**src/rtl/core/drsp_queue.sv**
```systemverilog
// Small job queue between the front and the back of the despeckle filter.
// Depends on nothing.
module drsp_queue #(
    parameter int DW    = 8,
    parameter int DEPTH = 4
) (
    input  logic          clk,
    input  logic          rst_n,
    input  logic          push,
    input  logic [DW-1:0] din,
    input  logic          pop,
    output logic [DW-1:0] dout,
    output logic          full,
    output logic          empty
);

    localparam int PTR_W = (DEPTH > 1) ? $clog2(DEPTH) : 1;
    localparam int CNT_W = $clog2(DEPTH + 1);

    logic [DW-1:0]    slot_reg [DEPTH];
    logic [PTR_W-1:0] wr_ptr_reg, wr_ptr_next;
    logic [PTR_W-1:0] rd_ptr_reg, rd_ptr_next;
    logic [CNT_W-1:0] count_reg, count_next;

    assign full  = (count_reg == CNT_W'(DEPTH));
    assign empty = (count_reg == '0);
    assign dout  = slot_reg[rd_ptr_reg];

    always_comb
    begin
        wr_ptr_next = wr_ptr_reg;
        rd_ptr_next = rd_ptr_reg;
        count_next  = count_reg;
        if (push)
        begin
            wr_ptr_next = (wr_ptr_reg == PTR_W'(DEPTH - 1)) ? '0 : wr_ptr_reg + 1'b1;
        end
        if (pop)
        begin
            rd_ptr_next = (rd_ptr_reg == PTR_W'(DEPTH - 1)) ? '0 : rd_ptr_reg + 1'b1;
        end
        if (push && !pop)
        begin
            count_next = count_reg + 1'b1;
        end
        else if (pop && !push)
        begin
            count_next = count_reg - 1'b1;
        end
    end

    always_ff @(posedge clk or negedge rst_n)
    begin
        if (!rst_n)
        begin
            wr_ptr_reg <= '0;
            rd_ptr_reg <= '0;
            count_reg  <= '0;
        end
        else
        begin
            wr_ptr_reg <= wr_ptr_next;
            rd_ptr_reg <= rd_ptr_next;
            count_reg  <= count_next;
        end
    end

    always_ff @(posedge clk)
    begin
        if (push)
        begin
            slot_reg[wr_ptr_reg] <= din;
        end
    end

    a_no_overflow: assert property (@(posedge clk) disable iff (!rst_n) push |-> !full)
        else $error("job queue overflow");
    a_no_underflow: assert property (@(posedge clk) disable iff (!rst_n) pop |-> !empty)
        else $error("job queue underflow");
    a_count_bound: assert property (@(posedge clk) disable iff (!rst_n)
        count_reg <= CNT_W'(DEPTH))
        else $error("job queue count out of range");

endmodule

```
**config.mk**
```make
export PLATFORM = sky130hd
export DESIGN_NAME = drsp_queue
export DESIGN_NICKNAME = d
export VERILOG_FILES = /design/src/rtl/core/drsp_queue.sv
export SDC_FILE = /design/constraint.sdc
export NUM_CORES = 1
export LEC_CHECK = 0
export ABC_AREA = 1
export ABC_CLOCK_PERIOD_IN_PS = 1200
export BUFFER_PORTS_ARGS = -buffer_cell sky130_fd_sc_hd__buf_2
export CAP_MARGIN = 40
export CORE_MARGIN = 2
export CORE_UTILIZATION = 45
export CTS_CLUSTER_DIAMETER = 30
export DETAILED_ROUTE_END_ITERATION = 10
export GPL_TIMING_DRIVEN = 1
export PLACE_DENSITY = 0.78
export SLEW_MARGIN = 25
export SYNTH_ARGS = -nofsm -noshare
export SYNTH_HDL_FRONTEND = slang
export SYNTH_SLANG_ARGS = --single-unit
```
**constraint.sdc**
```tcl
create_clock -name clk -period 1.2 [get_ports clk]
set_input_delay 0.12 -clock clk [delete_from_list [all_inputs] [get_ports clk]]
set_output_delay 0.12 -clock clk [all_outputs]
set_load 0.02 [all_outputs]
```
==> results of run 1 <==
==> synthesized netlist by cell type <==
| cell type | instances | share of area (%) |
|---|---|---|
| buf_6 | 2 | 1.3 |
| nor3_1 | 2 | 0.59 |
| fa_1 | 1 | 1.2 |
| ha_1 | 6 | 4.4 |
| nand2_1 | 39 | 8.6 |
| o21ai_1 | 1 | 0.29 |
| inv_1 | 27 | 5.9 |
| dfrtp_1 | 7 | 10 |
| buf_4 | 1 | 0.44 |
| o211ai_1 | 16 | 7.0 |
| o21ai_0 | 3 | 0.88 |
| clkbuf_8 | 1 | 0.81 |
| xnor2_1 | 1 | 0.51 |
| a21oi_1 | 1 | 0.29 |
| nand4_1 | 1 | 0.37 |
| edfxtp_1 | 32 | 56 |
| inv_2 | 2 | 0.44 |
| nand3_1 | 1 | 0.29 |
==> cells in the final DEF (no fill, tap or decap), drive strengths merged <==
master / count
a21oi: 1
nand3: 1
inv: 29
xnor2: 1
dfrtp: 7
ha: 6
nand2: 39
nand4: 1
o21ai: 4
dlygate4sd3: 1
buf: 38
bufinv: 2
nor3: 2
clkbuf: 8
fa: 1
edfxtp: 32
o211ai: 16
==> worst min path at each step <==
stage / cells past startpoint / to
3_3_place_gp: 1 / count_reg[0]
3_5_place_dp: 1 / count_reg[0]
2_1_floorplan: 0 / count_reg[0]
4_1_cts: 1 / slot_reg[3][4]
5_1_grt: 1 / slot_reg[0][3]
6_report: 1 / slot_reg[2][3]
==> metal layers <==
metal  vias up  routed length (um)  part of all wire [%]
met3         8                 163                   5.0
met5         -                   0                     0
li1        569                   -                     -
met4         0                  82                   2.5
met1       518                1300                    40
met2        26                1740                    53
==> worst reg2reg max path: cells and delay by family, from the launching register on <==
| family | cells | cell delay, ns |
|---|---|---|
| flops | 1 | 0.47 |
| fa+ha+maj | 1 | 0.39 |
| simple gates | 4 | 0.29 |
==> stage by stage <==
stage / std cells / utilization (%)
5_1_grt: 237 / 64.0
4_1_cts: 232 / 59.4
2_1_floorplan: 144 / -
6_report: 237 / 64.0
3_3_place_gp: 220 / 53.9
3_5_place_dp: 220 / 53.9
==> kinds of logic (layout without fill, tap and decap cells) <==
logic type / count (synthesis) / count (layout)
AND/OR/NAND/NOR: 43 / 43
flip-flops: 39 / 39
buffers and inverters: 33 / 78
AO/OA/AOI/OAI: 21 / 21
adder cells (fa/ha/maj): 7 / 7
XOR/XNOR: 1 / 1
==> power by group <==
part           switching (W)  internal [W]  total [W]
Sequential          0.000224       0.00181    0.00203
Clock               0.000421      0.000830    0.00125
Combinational        0.00135       0.00118    0.00253
Total                0.00200       0.00382    0.00581
==> repair_timing <==
item	4_1_cts	5_1_grt
cloned	0	2
setup endpoints to repair	35	43
hold buffers	1	0
hold endpoints to repair	7	0
buffers inserted	3	3
pin swaps	5	5
gates resized for setup	16	24
==> cell type report <==
cell class / count / area [um^2] / area share, %
Sequential cell: 39 / 1140 / 48.7
Multi-Input combinational cell: 72 / 519 / 22.2
Timing Repair Buffer: 41 / 379 / 16.2
Inverter: 29 / 111 / 4.75
Clock buffer: 6 / 72.6 / 3.10
Clock inverter: 2 / 60.1 / 2.56
Tap cell: 48 / 60.1 / 2.56
==> results.py, run 1 <==
metrics = {
    "synth": {
        "synth_nets": 163,
        "ys_seq_area_share_pct": 66.6,
        "syn_inst": 144,
        "avgSynthCellArea_um2": 11.8,
        "synth_area_um2": 1710,
        "synthAdderAreaFrac_pct": 5.58,
        "synth_top_family_by_area": "simple AND/OR/NAND/NOR gates",
        "yosysWarningCount": 0,
        "synth_seq_cells": 39,
        "yosys.area_share.simple_pct": 9.83,
        "synth_xor_area_share_pct": 0.514,
        "synth.distinct_cells": 18,
        "synth-compound-area-share_pct": 8.51,
        "synthMuxAreaShare_pct": 0,
    },
    "critical_path": {
        "worst-path-buf-inv": 3,
        "worstPathRequired_ns": 1.08,
        "cp.depth": 5,
        "cp-end-kind": "output port",
        "crit_chain": "inv_4 > clkbuf_16 > o211ai_1 > nand2_1 > buf_2",
        "crit_family": "buffers and inverters",
        "critPathSlowestCell": "dfrtp_1",
        "arrival_ns": 1.36,
        "r2r_slack_ns": -0.06,
        "startpoint_type": "register",
        "cp_max_fo": 16,
        "r2r_end": "count_reg[2]",
        "critPathMaxStageDelay_ns": 0.41,
        "crit_end": "dout[7]",
        "r2r-start": "count_reg[1]",
        "cp-startpoint": "rd_ptr_reg[0]",
        "reg2reg_depth": 5,
        "crit_type": "register to output port",
    },
    "global_route": {
        "top_usage_layer": "met2",
        "antenna_found_initial": 0,
        "grt_pass1_vias": 1085,
        "use_met3_pct": 5.65,
        "grt_overflow_total": 0,
        "grt_pass1_wl_mm": 4.77,
        "grt_max_degree": 33,
        "track_usage_pct": 15.9,
        "met2_usage_pct": 27.9,
        "use_met1_pct": 15.9,
    },
    "power_and_ir_drop": {
        "power_w": 0.00581,
        "p_leak_nw": 1.02,
        "power_density_nw_per_um2": 2480,
        "vdd_drop_max_mv": 1.34,
    },
    "detailed_routing": {
        "drtPass1Iterations": 4,
        "wl_mm": 3.28,
        "routedWlPerCell_um": 13.8,
        "vias": 1121,
        "ant_nets": 0,
        "viasPerCell": 4.73,
        "drt_iter0_markers": 23,
        "drc": 0,
    },
    "sta": {
        "fin_crit_sh_pct": 123,
        "slew_viol_final": 0,
        "clock.fmax_ghz": 0.677,
        "setup_ws_ns": -0.277,
        "hold_viol_final": 0,
        "worst_hold_slack_ns": 0.0434,
        "fin_skew_ns": 0.00811,
        "rsz0062_at_grt": "true",
        "tightest_slew_ns": 0.175,
        "setup_violations": 18,
        "slew_headroom_pct": 88.2,
        "setup_tns_ns": -2.25,
        "finalCriticalPeriod_ns": 1.48,
    },
    "place": {
        "hpwl_mm": 2.07,
        "place_congestion": 0.699,
        "portBuffers": 21,
        "pre_cts_ws_ns": -0.0950,
        "placed_area_um2": 1970,
    },
    "floorplanning": {
        "io_pins": 22,
        "die_x_um": 65.6,
        "start_util_pct": 46.6,
        "die_y_um": 65.6,
        "row_count": 22,
        "core_um2": 3660,
        "die_area_um2": 4300,
    },
    "cts": {
        "numCtsBuffers": 5,
        "cts_buffer_depth": 2,
        "clock-root-buffer": "clkbuf_8",
        "tritoncts": "yes",
        "path_clk_slew_ns": 0.07,
        "cts_max_level": 2,
        "clkLatencyLatePin_ns": 0.29,
        "clkSinkCount": 39,
    },
    "final_layout": {
        "fin_area_um2": 2340,
        "largest_register_ffs": 32,
        "fin_nets": 207,
        "syn_to_final_growth_pct": 37.3,
        "antenna_cells": 0,
        "nFillCells": 255,
        "drive_gt1_share_pct": 39.7,
    },
    "hold_path": {
        "min_from": "din[3]",
        "min_path_type": "input pin to register",
    },
    "outcome": {
        "violations": "setup timing",
        "status": "finished with violations",
    },
    "job": {
        "maxCapViolations": 0,
    },
}
No activity file was read; power rests on OpenSTA's default activity.
==> run 2: changes to the inputs <==
- ABC_CLOCK_PERIOD_IN_PS: 1200 -> 1900
- CORE_UTILIZATION: 45 -> 55
- PLACE_DENSITY: 0.78 -> 0.87
- clock period: 1.2 -> 1.9 ns (I/O delays scaled with it)
==> results.py, run 2 (same netlist as run 1, synthesis figures left out) <==
metrics = {
    "outcome": {
        "status": "finished, final reports clean",
    },
    "cts": {
        "tritoncts": "yes",
        "clkSinkCount": 39,
        "clkLatencyLatePin_ns": 0.35,
        "cts_setup_buffers": 0,
        "numCtsBuffers": 5,
        "cts_max_level": 2,
        "path_clk_slew_ns": 0.12,
        "cts_buffer_depth": 2,
        "clock-root-buffer": "clkbuf_4",
    },
    "power_and_ir_drop": {
        "p_int_w": 0.00160,
        "pwr-share-comb_pct": 35.6,
        "vdd_drop_max_mv": 0.582,
        "power_w": 0.00263,
        "clock_power_share_pct": 16.4,
        "p_leak_nw": 0.849,
        "pwr-share-seq_pct": 48.0,
        "switching_power_w": 0.00103,
        "swShare_pct": 39.2,
        "power_density_nw_per_um2": 1400,
    },
    "final_layout": {
        "syn_to_final_growth_pct": 10.3,
        "final_common_cell": "nand2_1",
        "antenna_cells": 0,
        "drive_gt1_share_pct": 18.2,
        "fin_cells": 203,
        "final_cell_mix": "39 x nand2_1, 32 x edfxtp_1, 27 x inv_1",
        "fin_nets": 188,
        "largest_register_ffs": 32,
        "nFillCells": 237,
    },
    "critical_path": {
        "worstPathRequired_ns": 1.71,
        "crit_chain": "inv_4 > nand2_1 > o211ai_1 > nand2_1 > buf_2",
        "startpoint_type": "register",
        "arrival_ns": 1.49,
        "worst-path-buf-inv": 2,
        "crit_top_cell": "nand2_1",
        "critPathMaxStageDelay_ns": 0.45,
        "cp-end-kind": "output port",
        "crit_type": "register to output port",
        "crit_family": "flip-flops",
        "cp_max_fo": 33,
        "critPathSlowestCell": "dfrtp_1",
    },
    "global_route": {
        "track_usage_pct": 18.0,
        "antenna_found_initial": 0,
        "grt_pass1_vias": 1006,
        "grt_pass1_wl_mm": 4.48,
        "grt_overflow_total": 0,
        "grt_max_degree": 34,
    },
    "place": {
        "placed_cells": 194,
        "portBuffers": 21,
        "place_congestion": 0.710,
        "hpwl_mm": 1.93,
    },
    "job": {
        "maxCapViolations": 0,
    },
    "sta": {
        "fin_crit_sh_pct": 88.5,
        "fin_skew_ns": 0.0104,
        "clock.fmax_ghz": 0.595,
        "rsz0062_at_grt": "false",
        "finalCriticalPeriod_ns": 1.68,
        "tightest_slew_ns": 0.385,
        "setup_tns_ns": 0,
        "worst_hold_slack_ns": 0.0485,
        "setup_violations": 0,
        "slew_viol_final": 0,
        "slew_headroom_pct": 74.3,
        "hold_viol_final": 0,
    },
    "detailed_routing": {
        "ant_nets": 0,
        "wl_mm": 2.67,
        "drt_iter0_markers": 41,
        "drtPass1Iterations": 4,
        "drc": 0,
        "routedWlPerCell_um": 13.2,
        "viasPerCell": 5.17,
        "vias": 1050,
    },
    "floorplanning": {
        "die_area_um2": 3560,
        "die_y_um": 59.7,
        "io_pins": 22,
        "core_um2": 3000,
        "die_x_um": 59.7,
        "start_util_pct": 56.8,
        "row_count": 20,
    },
    "hold_path": {
        "min_path_type": "input pin to register",
    },
}
run 2: changes by cell type in the layout (fill, tap and decap cells not counted), sizes merged:
cell and delta:
clkinvlp +2, buf -17, inv +1, bufinv -2, clkbuf -3
run 2: power by group through the flow:
stage | combinational, W | sequential [W] | clock (W)
5_1_grt | 0.00107 | 0.00129 | 0.000486
3_3_place_gp | 0.000891 | 0.00127 | 0
3_5_place_dp | 0.000947 | 0.00128 | 0
2_1_floorplan | 0.000767 | 0.00123 | 0
4_1_cts | 0.000953 | 0.00126 | 0.000447
6_report | 0.000937 | 0.00126 | 0.000433
run 2: layout make-up:
| cell class | instances | area, um^2 | share of cell area (%) |
|---|---|---|---|
| multi-input combinational | 72 | 417 | 22.1 |
| clock buffer | 5 | 37.5 | 1.99 |
| tap | 33 | 41.3 | 2.19 |
| clock inverter | 3 | 23.8 | 1.26 |
| sequential | 39 | 1140 | 60.4 |
| inverter | 29 | 111 | 5.92 |
| timing repair buffer | 22 | 115 | 6.12 |
run 2: layer usage:
layer  global-route usage, %  up-vias  routed length, um
li1                        -      536                  -
met1                    21.6      478               1180
met2                    28.6       27               1290
met3                    4.98        9                141
met4                    11.4        0                 62
met5                       0        -                  0
run 2: repair_timing:
action                     4_1_cts  5_1_grt
gates resized for setup          0        2
hold buffers                     1        0
hold endpoints to repair         7        0
setup endpoints to repair        0        7
run 2: worst paths after layout:
check | to | startpoint | cells after the start | slack (ns)
worst max register to register | slot_reg[0][2] | wr_ptr_reg[0] | 4 | 0.53
max in group asynchronous | wr_ptr_reg[1] | rst_n | 2 | 1.55
min in group asynchronous | rd_ptr_reg[1] | rst_n | 2 | 0.19
worst min-delay path | slot_reg[0][6] | din[6] | 1 | 0.05
worst min register to register | count_reg[2] | count_reg[2] | 2 | 0.52
worst max-delay path | dout[4] | rd_ptr_reg[0] | 5 | 0.22
run 2: metrics by stage:
stage / instance area (um^2) / utilization, % / worst slack, ns
6_report: 1880 / 62.7 / 0.218
5_1_grt: 1880 / 62.7 / 0.0947
4_1_cts: 1880 / 62.6 / 0.0629
3_5_place_dp: 1810 / 60.2 / 0.474
3_3_place_gp: 1810 / 60.2 / 0.560
2_1_floorplan: 1710 / - / 0.700
