File: src/rtl/core/drsp_pkg.sv
// Shared constants and types of the 3x3 range image despeckle filter.
// Used by drsp_front, drsp_back and the top level; depends on nothing.
package drsp_pkg;

    localparam int MAX_WIDTH_DEF = 1024;
    localparam int QUEUE_DEPTH   = 4;

    localparam int PIX_W  = 16;
    localparam int WREG_W = 11;
    localparam int HREG_W = 16;
    localparam int CFG_IDX_W = 2;

    localparam logic [PIX_W-1:0]  THRESH_RST = 16'd256;
    localparam logic [WREG_W-1:0] WIDTH_RST  = 11'd640;
    localparam logic [HREG_W-1:0] HEIGHT_RST = 16'd480;

    // register indexes on the configuration port
    localparam logic [CFG_IDX_W-1:0] CFG_THRESH = 2'd0;
    localparam logic [CFG_IDX_W-1:0] CFG_WIDTH  = 2'd1;
    localparam logic [CFG_IDX_W-1:0] CFG_HEIGHT = 2'd2;

    // request codes
    localparam logic REQ_PIXEL = 1'b0;
    localparam logic REQ_FLUSH = 1'b1;

    // per-job flags from the front to the back
    typedef struct packed {
        logic inner;
        logic last;
    } job_tag_t;

endpackage

File: src/rtl/core/drsp_front.sv
// Front of the despeckle filter: configuration, history writes, pending
// count, output raster position and job classification. Uses drsp_pkg.
module drsp_front #(
    parameter int MAX_WIDTH = drsp_pkg::MAX_WIDTH_DEF,
    parameter int AW        = 12,
    parameter int WW        = 11,
    parameter int PW        = 11
) (
    input  logic                              clk,
    input  logic                              rst_n,
    input  logic                              cfg_valid,
    input  logic [drsp_pkg::CFG_IDX_W-1:0]    cfg_index,
    input  logic [drsp_pkg::PIX_W-1:0]        cfg_data,
    input  logic                              in_valid,
    output logic                              in_ready,
    input  logic                              req_type,
    input  logic [drsp_pkg::PIX_W-1:0]        pixel_in,
    input  logic                              stall,
    input  logic                              q_full,
    output logic                              q_push,
    output logic [AW-1:0]                     q_addr,
    output drsp_pkg::job_tag_t                q_tag,
    output logic                              mem_we,
    output logic [AW-1:0]                     mem_waddr,
    output logic [drsp_pkg::PIX_W-1:0]        mem_wdata,
    output logic [WW-1:0]                     eff_width,
    output logic [drsp_pkg::PIX_W-1:0]        eff_thresh
);

    logic [drsp_pkg::PIX_W-1:0]  thresh_reg;
    logic [drsp_pkg::WREG_W-1:0] width_reg;
    logic [drsp_pkg::HREG_W-1:0] height_reg;
    logic [PW-1:0]               pending_reg;
    logic [AW-1:0]               wr_reg;
    logic [WW-1:0]               ocol_reg;
    logic [drsp_pkg::HREG_W-1:0] orow_reg;

    logic [drsp_pkg::HREG_W-1:0] eff_h;
    logic [PW-1:0]               w_plus1;
    logic                        accept, is_flush, full_pend, emit, border, at_last;
    logic                        row_last, col_last, cfg_hit;

    always_comb
    begin
        if (width_reg < 11'd3)
        begin
            eff_width = WW'(3);
        end
        else if (32'(width_reg) > MAX_WIDTH)
        begin
            eff_width = WW'(MAX_WIDTH);
        end
        else
        begin
            eff_width = WW'(width_reg);
        end
    end

    assign eff_h      = (height_reg < 16'd3) ? 16'd3 : height_reg;
    assign eff_thresh = (thresh_reg == '0) ? 16'd1 : thresh_reg;
    assign w_plus1    = PW'(eff_width) + 1'b1;

    assign in_ready  = !q_full && !stall;
    assign accept    = in_valid && in_ready;
    assign is_flush  = (req_type == drsp_pkg::REQ_FLUSH);
    assign full_pend = !(pending_reg < w_plus1);
    assign emit      = accept && (is_flush ? (pending_reg != '0) : full_pend);

    assign row_last = (orow_reg == eff_h - 1'b1);
    assign col_last = (ocol_reg == eff_width - 1'b1);
    assign border   = (orow_reg == '0) || row_last || (ocol_reg == '0) || col_last;
    assign at_last  = row_last && col_last;

    assign q_push      = emit;
    assign q_tag.inner = !is_flush && !border;
    assign q_tag.last  = at_last;
    // center of the emitted pixel: oldest pending, or w+1 back from the new pixel
    assign q_addr = is_flush ? (wr_reg - AW'(pending_reg))
                             : (wr_reg - AW'(eff_width) - 1'b1);

    assign mem_we    = accept && !is_flush;
    assign mem_waddr = wr_reg;
    assign mem_wdata = pixel_in;

    assign cfg_hit = cfg_valid && ((cfg_index == drsp_pkg::CFG_THRESH) ||
                                   (cfg_index == drsp_pkg::CFG_WIDTH) ||
                                   (cfg_index == drsp_pkg::CFG_HEIGHT));

    always_ff @(posedge clk or negedge rst_n)
    begin
        if (!rst_n)
        begin
            thresh_reg  <= drsp_pkg::THRESH_RST;
            width_reg   <= drsp_pkg::WIDTH_RST;
            height_reg  <= drsp_pkg::HEIGHT_RST;
            pending_reg <= '0;
            wr_reg      <= '0;
            ocol_reg    <= '0;
            orow_reg    <= '0;
        end
        else if (cfg_hit)
        begin
            unique case (cfg_index)
                drsp_pkg::CFG_THRESH: thresh_reg <= cfg_data;
                drsp_pkg::CFG_WIDTH:  width_reg  <= cfg_data[drsp_pkg::WREG_W-1:0];
                default:              height_reg <= cfg_data;
            endcase
            // restart the frame, drop delayed pixels
            pending_reg <= '0;
            ocol_reg    <= '0;
            orow_reg    <= '0;
        end
        else if (accept)
        begin
            if (!is_flush)
            begin
                wr_reg <= wr_reg + 1'b1;
                if (!full_pend)
                begin
                    pending_reg <= pending_reg + 1'b1;
                end
            end
            else if (pending_reg != '0)
            begin
                pending_reg <= pending_reg - 1'b1;
            end
            if (emit)
            begin
                if (col_last)
                begin
                    ocol_reg <= '0;
                    orow_reg <= row_last ? '0 : orow_reg + 1'b1;
                end
                else
                begin
                    ocol_reg <= ocol_reg + 1'b1;
                end
            end
        end
    end

    a_pending_bound: assert property (@(posedge clk) disable iff (!rst_n)
        pending_reg <= w_plus1)
        else $error("pending count above width plus one");
    a_col_bound: assert property (@(posedge clk) disable iff (!rst_n)
        ocol_reg < eff_width)
        else $error("output column out of range");
    a_flush_empty: assert property (@(posedge clk) disable iff (!rst_n)
        (accept && is_flush && (pending_reg == '0)) |=> (pending_reg == '0))
        else $error("flush on empty pipe changed pending count");

endmodule

File: config.mk
export PLATFORM = sky130hd
export DESIGN_NAME = drsp_front
export DESIGN_NICKNAME = d
export VERILOG_FILES = /design/src/rtl/core/drsp_pkg.sv /design/src/rtl/core/drsp_front.sv
export SDC_FILE = /design/constraint.sdc
export NUM_CORES = 1
export LEC_CHECK = 0
export BUFFER_PORTS_ARGS = -buffer_cell sky130_fd_sc_hd__buf_4
export CORE_ASPECT_RATIO = 1.1
export CORE_MARGIN = 3
export CORE_UTILIZATION = 58
export CTS_CLUSTER_SIZE = 10
export DETAILED_ROUTE_END_ITERATION = 16
export PLACE_DENSITY = 0.86
export SYNTH_ARGS = -nofsm -noshare
export SYNTH_HDL_FRONTEND = slang
export SYNTH_SLANG_ARGS = --single-unit
File: constraint.sdc
create_clock -name clk -period 5.56 [get_ports clk]
set_clock_uncertainty 0.05 [all_clocks]
set_input_delay 0.556 -clock clk [delete_from_list [all_inputs] [get_ports clk]]
set_output_delay 0.556 -clock clk [all_outputs]
set_load 0.02 [all_outputs]
==> impl_results.html <==
<table>
<tr><th>Metric</th><th>Value</th></tr>
<tr><th colspan="2">Logic synthesis</th></tr>
<tr><td>Synthesized instance count</td><td>826</td></tr>
<tr><td>Most common cell in the synthesized netlist</td><td>sky130_fd_sc_hd__dfrtp_1</td></tr>
<tr><td>Largest area contributor in the synthesized netlist</td><td>sky130_fd_sc_hd__dfrtp_1</td></tr>
<tr><td>Number of distinct library cells after synthesis</td><td>71</td></tr>
<tr><td>Post-Syn Area</td><td>7370 um^2</td></tr>
<tr><td>Synthesis warning total</td><td>0</td></tr>
<tr><td>Number of enable-type register cells in the synthesized netlist</td><td>0</td></tr>
<tr><td>Synthesized area per cell</td><td>8.92 um^2</td></tr>
<tr><td>Synthesized net count</td><td>919</td></tr>
<tr><td>Async S/R FF share, synth</td><td>100%</td></tr>
<tr><td>Main area contributors after synthesis</td><td>sky130_fd_sc_hd__dfrtp_1, sky130_fd_sc_hd__ha_1, sky130_fd_sc_hd__mux2_2</td></tr>
<tr><td>Part of the Yosys area used for sequential elements</td><td>31.7%</td></tr>
<tr><td>Post-synthesis register bit count</td><td>93</td></tr>
<tr><td>Top FF cell, synth</td><td>sky130_fd_sc_hd__dfrtp_1</td></tr>
<tr><td>Fraction of post-synthesis cell area in the top cell type by area</td><td>29.2%</td></tr>
<tr><td>Most common library cells after synthesis</td><td>sky130_fd_sc_hd__dfrtp_1, sky130_fd_sc_hd__nor2_1, sky130_fd_sc_hd__xnor2_1</td></tr>
<tr><th colspan="2">Timing</th></tr>
<tr><td>Worst-margin pin slew</td><td>1200 ps</td></tr>
<tr><td>Total Negative Setup Slacks</td><td>0 ps</td></tr>
<tr><td>Setup slack after layout</td><td>397 ps</td></tr>
<tr><td>Hold violation count in the final report</td><td>0</td></tr>
<tr><td>Worst slew margin relative to its limit</td><td>19.6%</td></tr>
<tr><td>Final critical path time including I/O delays and setup</td><td>5160 ps</td></tr>
<tr><td>Maximum frequency from static timing analysis</td><td>0.194 GHz</td></tr>
<tr><td>Final setup vio count</td><td>0</td></tr>
<tr><td>Unrepaired setup endpoints after global routing</td><td>no</td></tr>
<tr><td>Share of the clock period used by the worst path</td><td>92.9%</td></tr>
<tr><td>Number of max-slew violations in the final report</td><td>0</td></tr>
<tr><th colspan="2">Hold path</th></tr>
<tr><td>Hold/Removal Path Class</td><td>input pin to register</td></tr>
<tr><th colspan="2">CTS</th></tr>
<tr><td>Number of clock sinks</td><td>93</td></tr>
<tr><td>Cell at the root of the clock tree</td><td>sky130_fd_sc_hd__clkbuf_16</td></tr>
<tr><td>Number of buffers created by CTS</td><td>9</td></tr>
<tr><td>H-tree lvl count</td><td>3</td></tr>
<tr><td>Number of buffers between clock root and the deepest sink</td><td>2</td></tr>
<tr><td>Worst-Skew Late Latency</td><td>360 ps</td></tr>
<tr><td>Clock-pin slew of the registers on the worst-case setup and hold paths</td><td>80 ps</td></tr>
<tr><td>TritonCTS clock tree</td><td>built</td></tr>
<tr><th colspan="2">Die</th></tr>
<tr><td>Total Die Area</td><td>14100 um^2</td></tr>
<tr><td>Chip Height</td><td>124 um</td></tr>
<tr><td>Die Wd</td><td>113 um</td></tr>
<tr><td>Effective utilization at floorplan</td><td>60.2%</td></tr>
<tr><td>Core Area</td><td>12200 um^2</td></tr>
<tr><td>Site row count</td><td>42</td></tr>
<tr><td>Ports</td><td>113</td></tr>
<tr><th colspan="2">Place</th></tr>
<tr><td>Number of buffers added on ports</td><td>80</td></tr>
<tr><td>DP Wirelength</td><td>13.6 mm</td></tr>
<tr><td>Last weighted congestion value of the routability-driven placer</td><td>0.987</td></tr>
<tr><td>Placed cells</td><td>1004</td></tr>
<tr><td>DP Worst Slack</td><td>310 ps</td></tr>
<tr><td>Placed inst area</td><td>7900 um^2</td></tr>
<tr><th colspan="2">Power</th></tr>
<tr><td>PwrDens</td><td>350 nW/um^2</td></tr>
<tr><td>Worst supply voltage drop on vdd</td><td>0.351 mV</td></tr>
<tr><td>Static leakage</td><td>3.59 nW</td></tr>
<tr><th colspan="2">Worst setup path</th></tr>
<tr><td>Buffer and inverter count on the worst path</td><td>2</td></tr>
<tr><td>Cell repeated most along the worst path</td><td>sky130_fd_sc_hd__or4_1</td></tr>
<tr><td>Required @ worst endpoint</td><td>4950 ps</td></tr>
<tr><td>Family of cells with the greatest summed delay on the critical path</td><td>simple AND/OR/NAND/NOR gates</td></tr>
<tr><td>Critical Path Start Type</td><td>register</td></tr>
<tr><td>Worst-path cell with the longest stage delay</td><td>sky130_fd_sc_hd__or4_1</td></tr>
<tr><td>Max stage delay on crit path</td><td>640 ps</td></tr>
<tr><td>Crit Path Max Fanout</td><td>7</td></tr>
<tr><td>Worst endpoint data arrival time</td><td>4560 ps</td></tr>
<tr><td>Category of the worst setup path capture point</td><td>output port</td></tr>
<tr><td>Critical-path cell list</td><td>or4_1 &gt; nor2_2 &gt; nor2_1 &gt; nor2_1 &gt; inv_1 &gt; ha_1 &gt; xor2_1 &gt; xnor2_1 &gt; a2111oi_0 &gt; nand3_1 &gt; or4_1 &gt; or4_1 &gt; and3b_1 &gt; buf_4</td></tr>
<tr><td>Type of the worst setup path</td><td>register to output port</td></tr>
<tr><th colspan="2">Detailed routing</th></tr>
<tr><td>Total via count after detailed routing</td><td>6411</td></tr>
<tr><td>Total wire length</td><td>18.2 mm</td></tr>
<tr><td>Count of routing violations after the opening detailed-route iteration</td><td>446</td></tr>
<tr><td>Drt via density</td><td>6.27</td></tr>
<tr><td>First-pass DRT Iterations</td><td>5</td></tr>
<tr><td>Routed length per instance</td><td>17.8 um</td></tr>
<tr><td>Antenna viol nets, final</td><td>0</td></tr>
<tr><td>Post-route DRC</td><td>0</td></tr>
<tr><th colspan="2">Global route</th></tr>
<tr><td>Total track usage</td><td>26.4%</td></tr>
<tr><td>First-pass GRT wire length</td><td>29.7 mm</td></tr>
<tr><td>Initial antenna violation count</td><td>0</td></tr>
<tr><td>Overflow left after global routing</td><td>0</td></tr>
<tr><td>Largest net degree at the start of global routing</td><td>78</td></tr>
<tr><td>GR Layer Usage met3</td><td>5.15%</td></tr>
<tr><td>Met2 demand-to-capacity share in global routing</td><td>46.2%</td></tr>
<tr><td>Number of global-route vias before repair</td><td>6128</td></tr>
<tr><td>Peak-usage layer in the global routing report</td><td>met2</td></tr>
<tr><td>Met1 Usage GRT</td><td>31.9%</td></tr>
<tr><th colspan="2">Finish</th></tr>
<tr><td>Syn-to-layout area delta</td><td>11.7%</td></tr>
<tr><td>Final design instance area without fill</td><td>8230 um^2</td></tr>
<tr><td>Area taken by flip-flops and latches</td><td>2340 um^2</td></tr>
<tr><td>Fraction of final layout cells with drive strength greater than 1</td><td>21.1%</td></tr>
<tr><td>Utilization after layout</td><td>67.2%</td></tr>
<tr><td>Multi-input gate area in the final layout</td><td>4530 um^2</td></tr>
<tr><td>Number of standard cells in the layout, taps in and fillers out</td><td>1023</td></tr>
<tr><td>Number of nets at the end of the flow</td><td>957</td></tr>
<tr><td>Number of inserted diodes</td><td>0</td></tr>
<tr><td>Fill cell total of the finished layout</td><td>1015</td></tr>
<tr><th colspan="2">Outcome</th></tr>
<tr><td>Outcome</td><td>finished clean</td></tr>
<tr><th colspan="2">Run</th></tr>
<tr><td>Max capacitance violation total</td><td>0</td></tr>
</table>
[power by group]
group | internal (mW) | switching, mW | total, mW
sequential | 0.774 | 0.153 | 0.927
combinational | 0.597 | 0.740 | 1.34
clock | 0.315 | 0.304 | 0.619
total | 1.69 | 1.20 | 2.88
[path summary, 6_finish.rpt]
kind / start / to / slack (ps) / cells after the start
max in group asynchronous: rst_n / thresh_reg[9] / 3700 / 3
min in group asynchronous: rst_n / mem_waddr[4] / 540 / 2
setup reg to reg: width_reg[6] / orow_reg[10] / 440 / 20
hold / removal: cfg_data[14] / height_reg[14] / 380 / 2
setup / recovery: width_reg[6] / q_tag[1] / 400 / 14
hold reg to reg: mem_waddr[11] / mem_waddr[11] / 470 / 1
[cell usage in the layout, fill, tap and decap left out, types with 4 or more instances in the layout]
cell                        count
sky130_fd_sc_hd__nor4_1        20
sky130_fd_sc_hd__nand3_1       20
sky130_fd_sc_hd__mux2_2        44
sky130_fd_sc_hd__o211ai_1       6
sky130_fd_sc_hd__o22ai_1        4
sky130_fd_sc_hd__nor2_1        56
sky130_fd_sc_hd__and2_1         6
sky130_fd_sc_hd__xnor2_1       51
sky130_fd_sc_hd__dfstp_2        7
sky130_fd_sc_hd__dfrtp_1       86
sky130_fd_sc_hd__o31ai_1        5
sky130_fd_sc_hd__clkbuf_16      9
sky130_fd_sc_hd__a31oi_1       12
sky130_fd_sc_hd__a22o_2         8
sky130_fd_sc_hd__a21oi_1       31
sky130_fd_sc_hd__a22o_1         4
sky130_fd_sc_hd__nor3_1        20
sky130_fd_sc_hd__o21bai_1       7
sky130_fd_sc_hd__or2_2          4
sky130_fd_sc_hd__nand2_1       48
sky130_fd_sc_hd__nand4_1       18
sky130_fd_sc_hd__nand2b_1      12
sky130_fd_sc_hd__xor2_1        25
sky130_fd_sc_hd__o21ai_0       39
sky130_fd_sc_hd__ha_1          49
sky130_fd_sc_hd__nor2b_1       16
sky130_fd_sc_hd__buf_4         90
sky130_fd_sc_hd__inv_1         47
sky130_fd_sc_hd__a211oi_1       6
sky130_fd_sc_hd__and3_1         9
sky130_fd_sc_hd__or3_1         11
sky130_fd_sc_hd__a21o_1        10
sky130_fd_sc_hd__nand3b_1       4
sky130_fd_sc_hd__or4_1         10
sky130_fd_sc_hd__mux2i_1       12
[worst register-to-register path, cell delays in order (launching register included)]
cell and delay [ps]:
sky130_fd_sc_hd__dfrtp_1 450, sky130_fd_sc_hd__or4_1 590, sky130_fd_sc_hd__nor2_2 160, sky130_fd_sc_hd__nor2_1 50, sky130_fd_sc_hd__nor2_1 130, sky130_fd_sc_hd__buf_4 150, sky130_fd_sc_hd__ha_1 170, sky130_fd_sc_hd__nand3_1 120
sky130_fd_sc_hd__nor2_1 210, sky130_fd_sc_hd__and3_1 230, sky130_fd_sc_hd__a31oi_1 110, sky130_fd_sc_hd__ha_1 330, sky130_fd_sc_hd__nand4_1 150, sky130_fd_sc_hd__a2111oi_1 380, sky130_fd_sc_hd__o21ai_1 170, sky130_fd_sc_hd__a21boi_1 230
sky130_fd_sc_hd__or3b_2 500, sky130_fd_sc_hd__o21ai_1 210, sky130_fd_sc_hd__clkbuf_4 250, sky130_fd_sc_hd__o21ai_0 110, sky130_fd_sc_hd__a22o_1 240
[area by class of cell]
type	instances	share of cell area [%]
Clock buffer	9	2.74
Clock inverter	7	0.791
Inverter	49	2.24
Multi-Input combinational cell	619	55.1
Sequential cell	93	28.4
Tap cell	154	2.34
Timing Repair Buffer	92	8.43
[layer usage]
layer	part of all wire (%)	up-vias
met4	3.8	0
met5	0	-
met1	41	3069
met3	5.6	59
li1	-	3029
met2	49	254
[logic make-up (layout without fill, tap and decap cells)]
kind of cell	after synthesis	in the layout	share of synthesized area, %
fa+ha+maj	52	52	9.14
compound gates	160	160	14.5
simple gates	275	275	20.3
buf+inv	114	157	6.96
xor+xnor	76	76	9.04
mux	56	56	8.36
flops	93	93	31.7
[what timing repair did]
action,CTS,global route
endpoints found under the hold margin,4,0
endpoints found under the setup margin,0,18
hold buffers,1,0
buffers inserted,0,1
gates resized for setup,0,9
[stage by stage]
| step | hold slack [ps] | total power [mW] |
|---|---|---|
| detailed placement | 387 | 2.25 |
| floorplan | 210 | 1.85 |
| global route | 380 | 3.07 |
| finish | 384 | 2.88 |
| CTS | 375 | 2.88 |
| global placement | 385 | 2.22 |
Power figures use the tool's default switching activity.
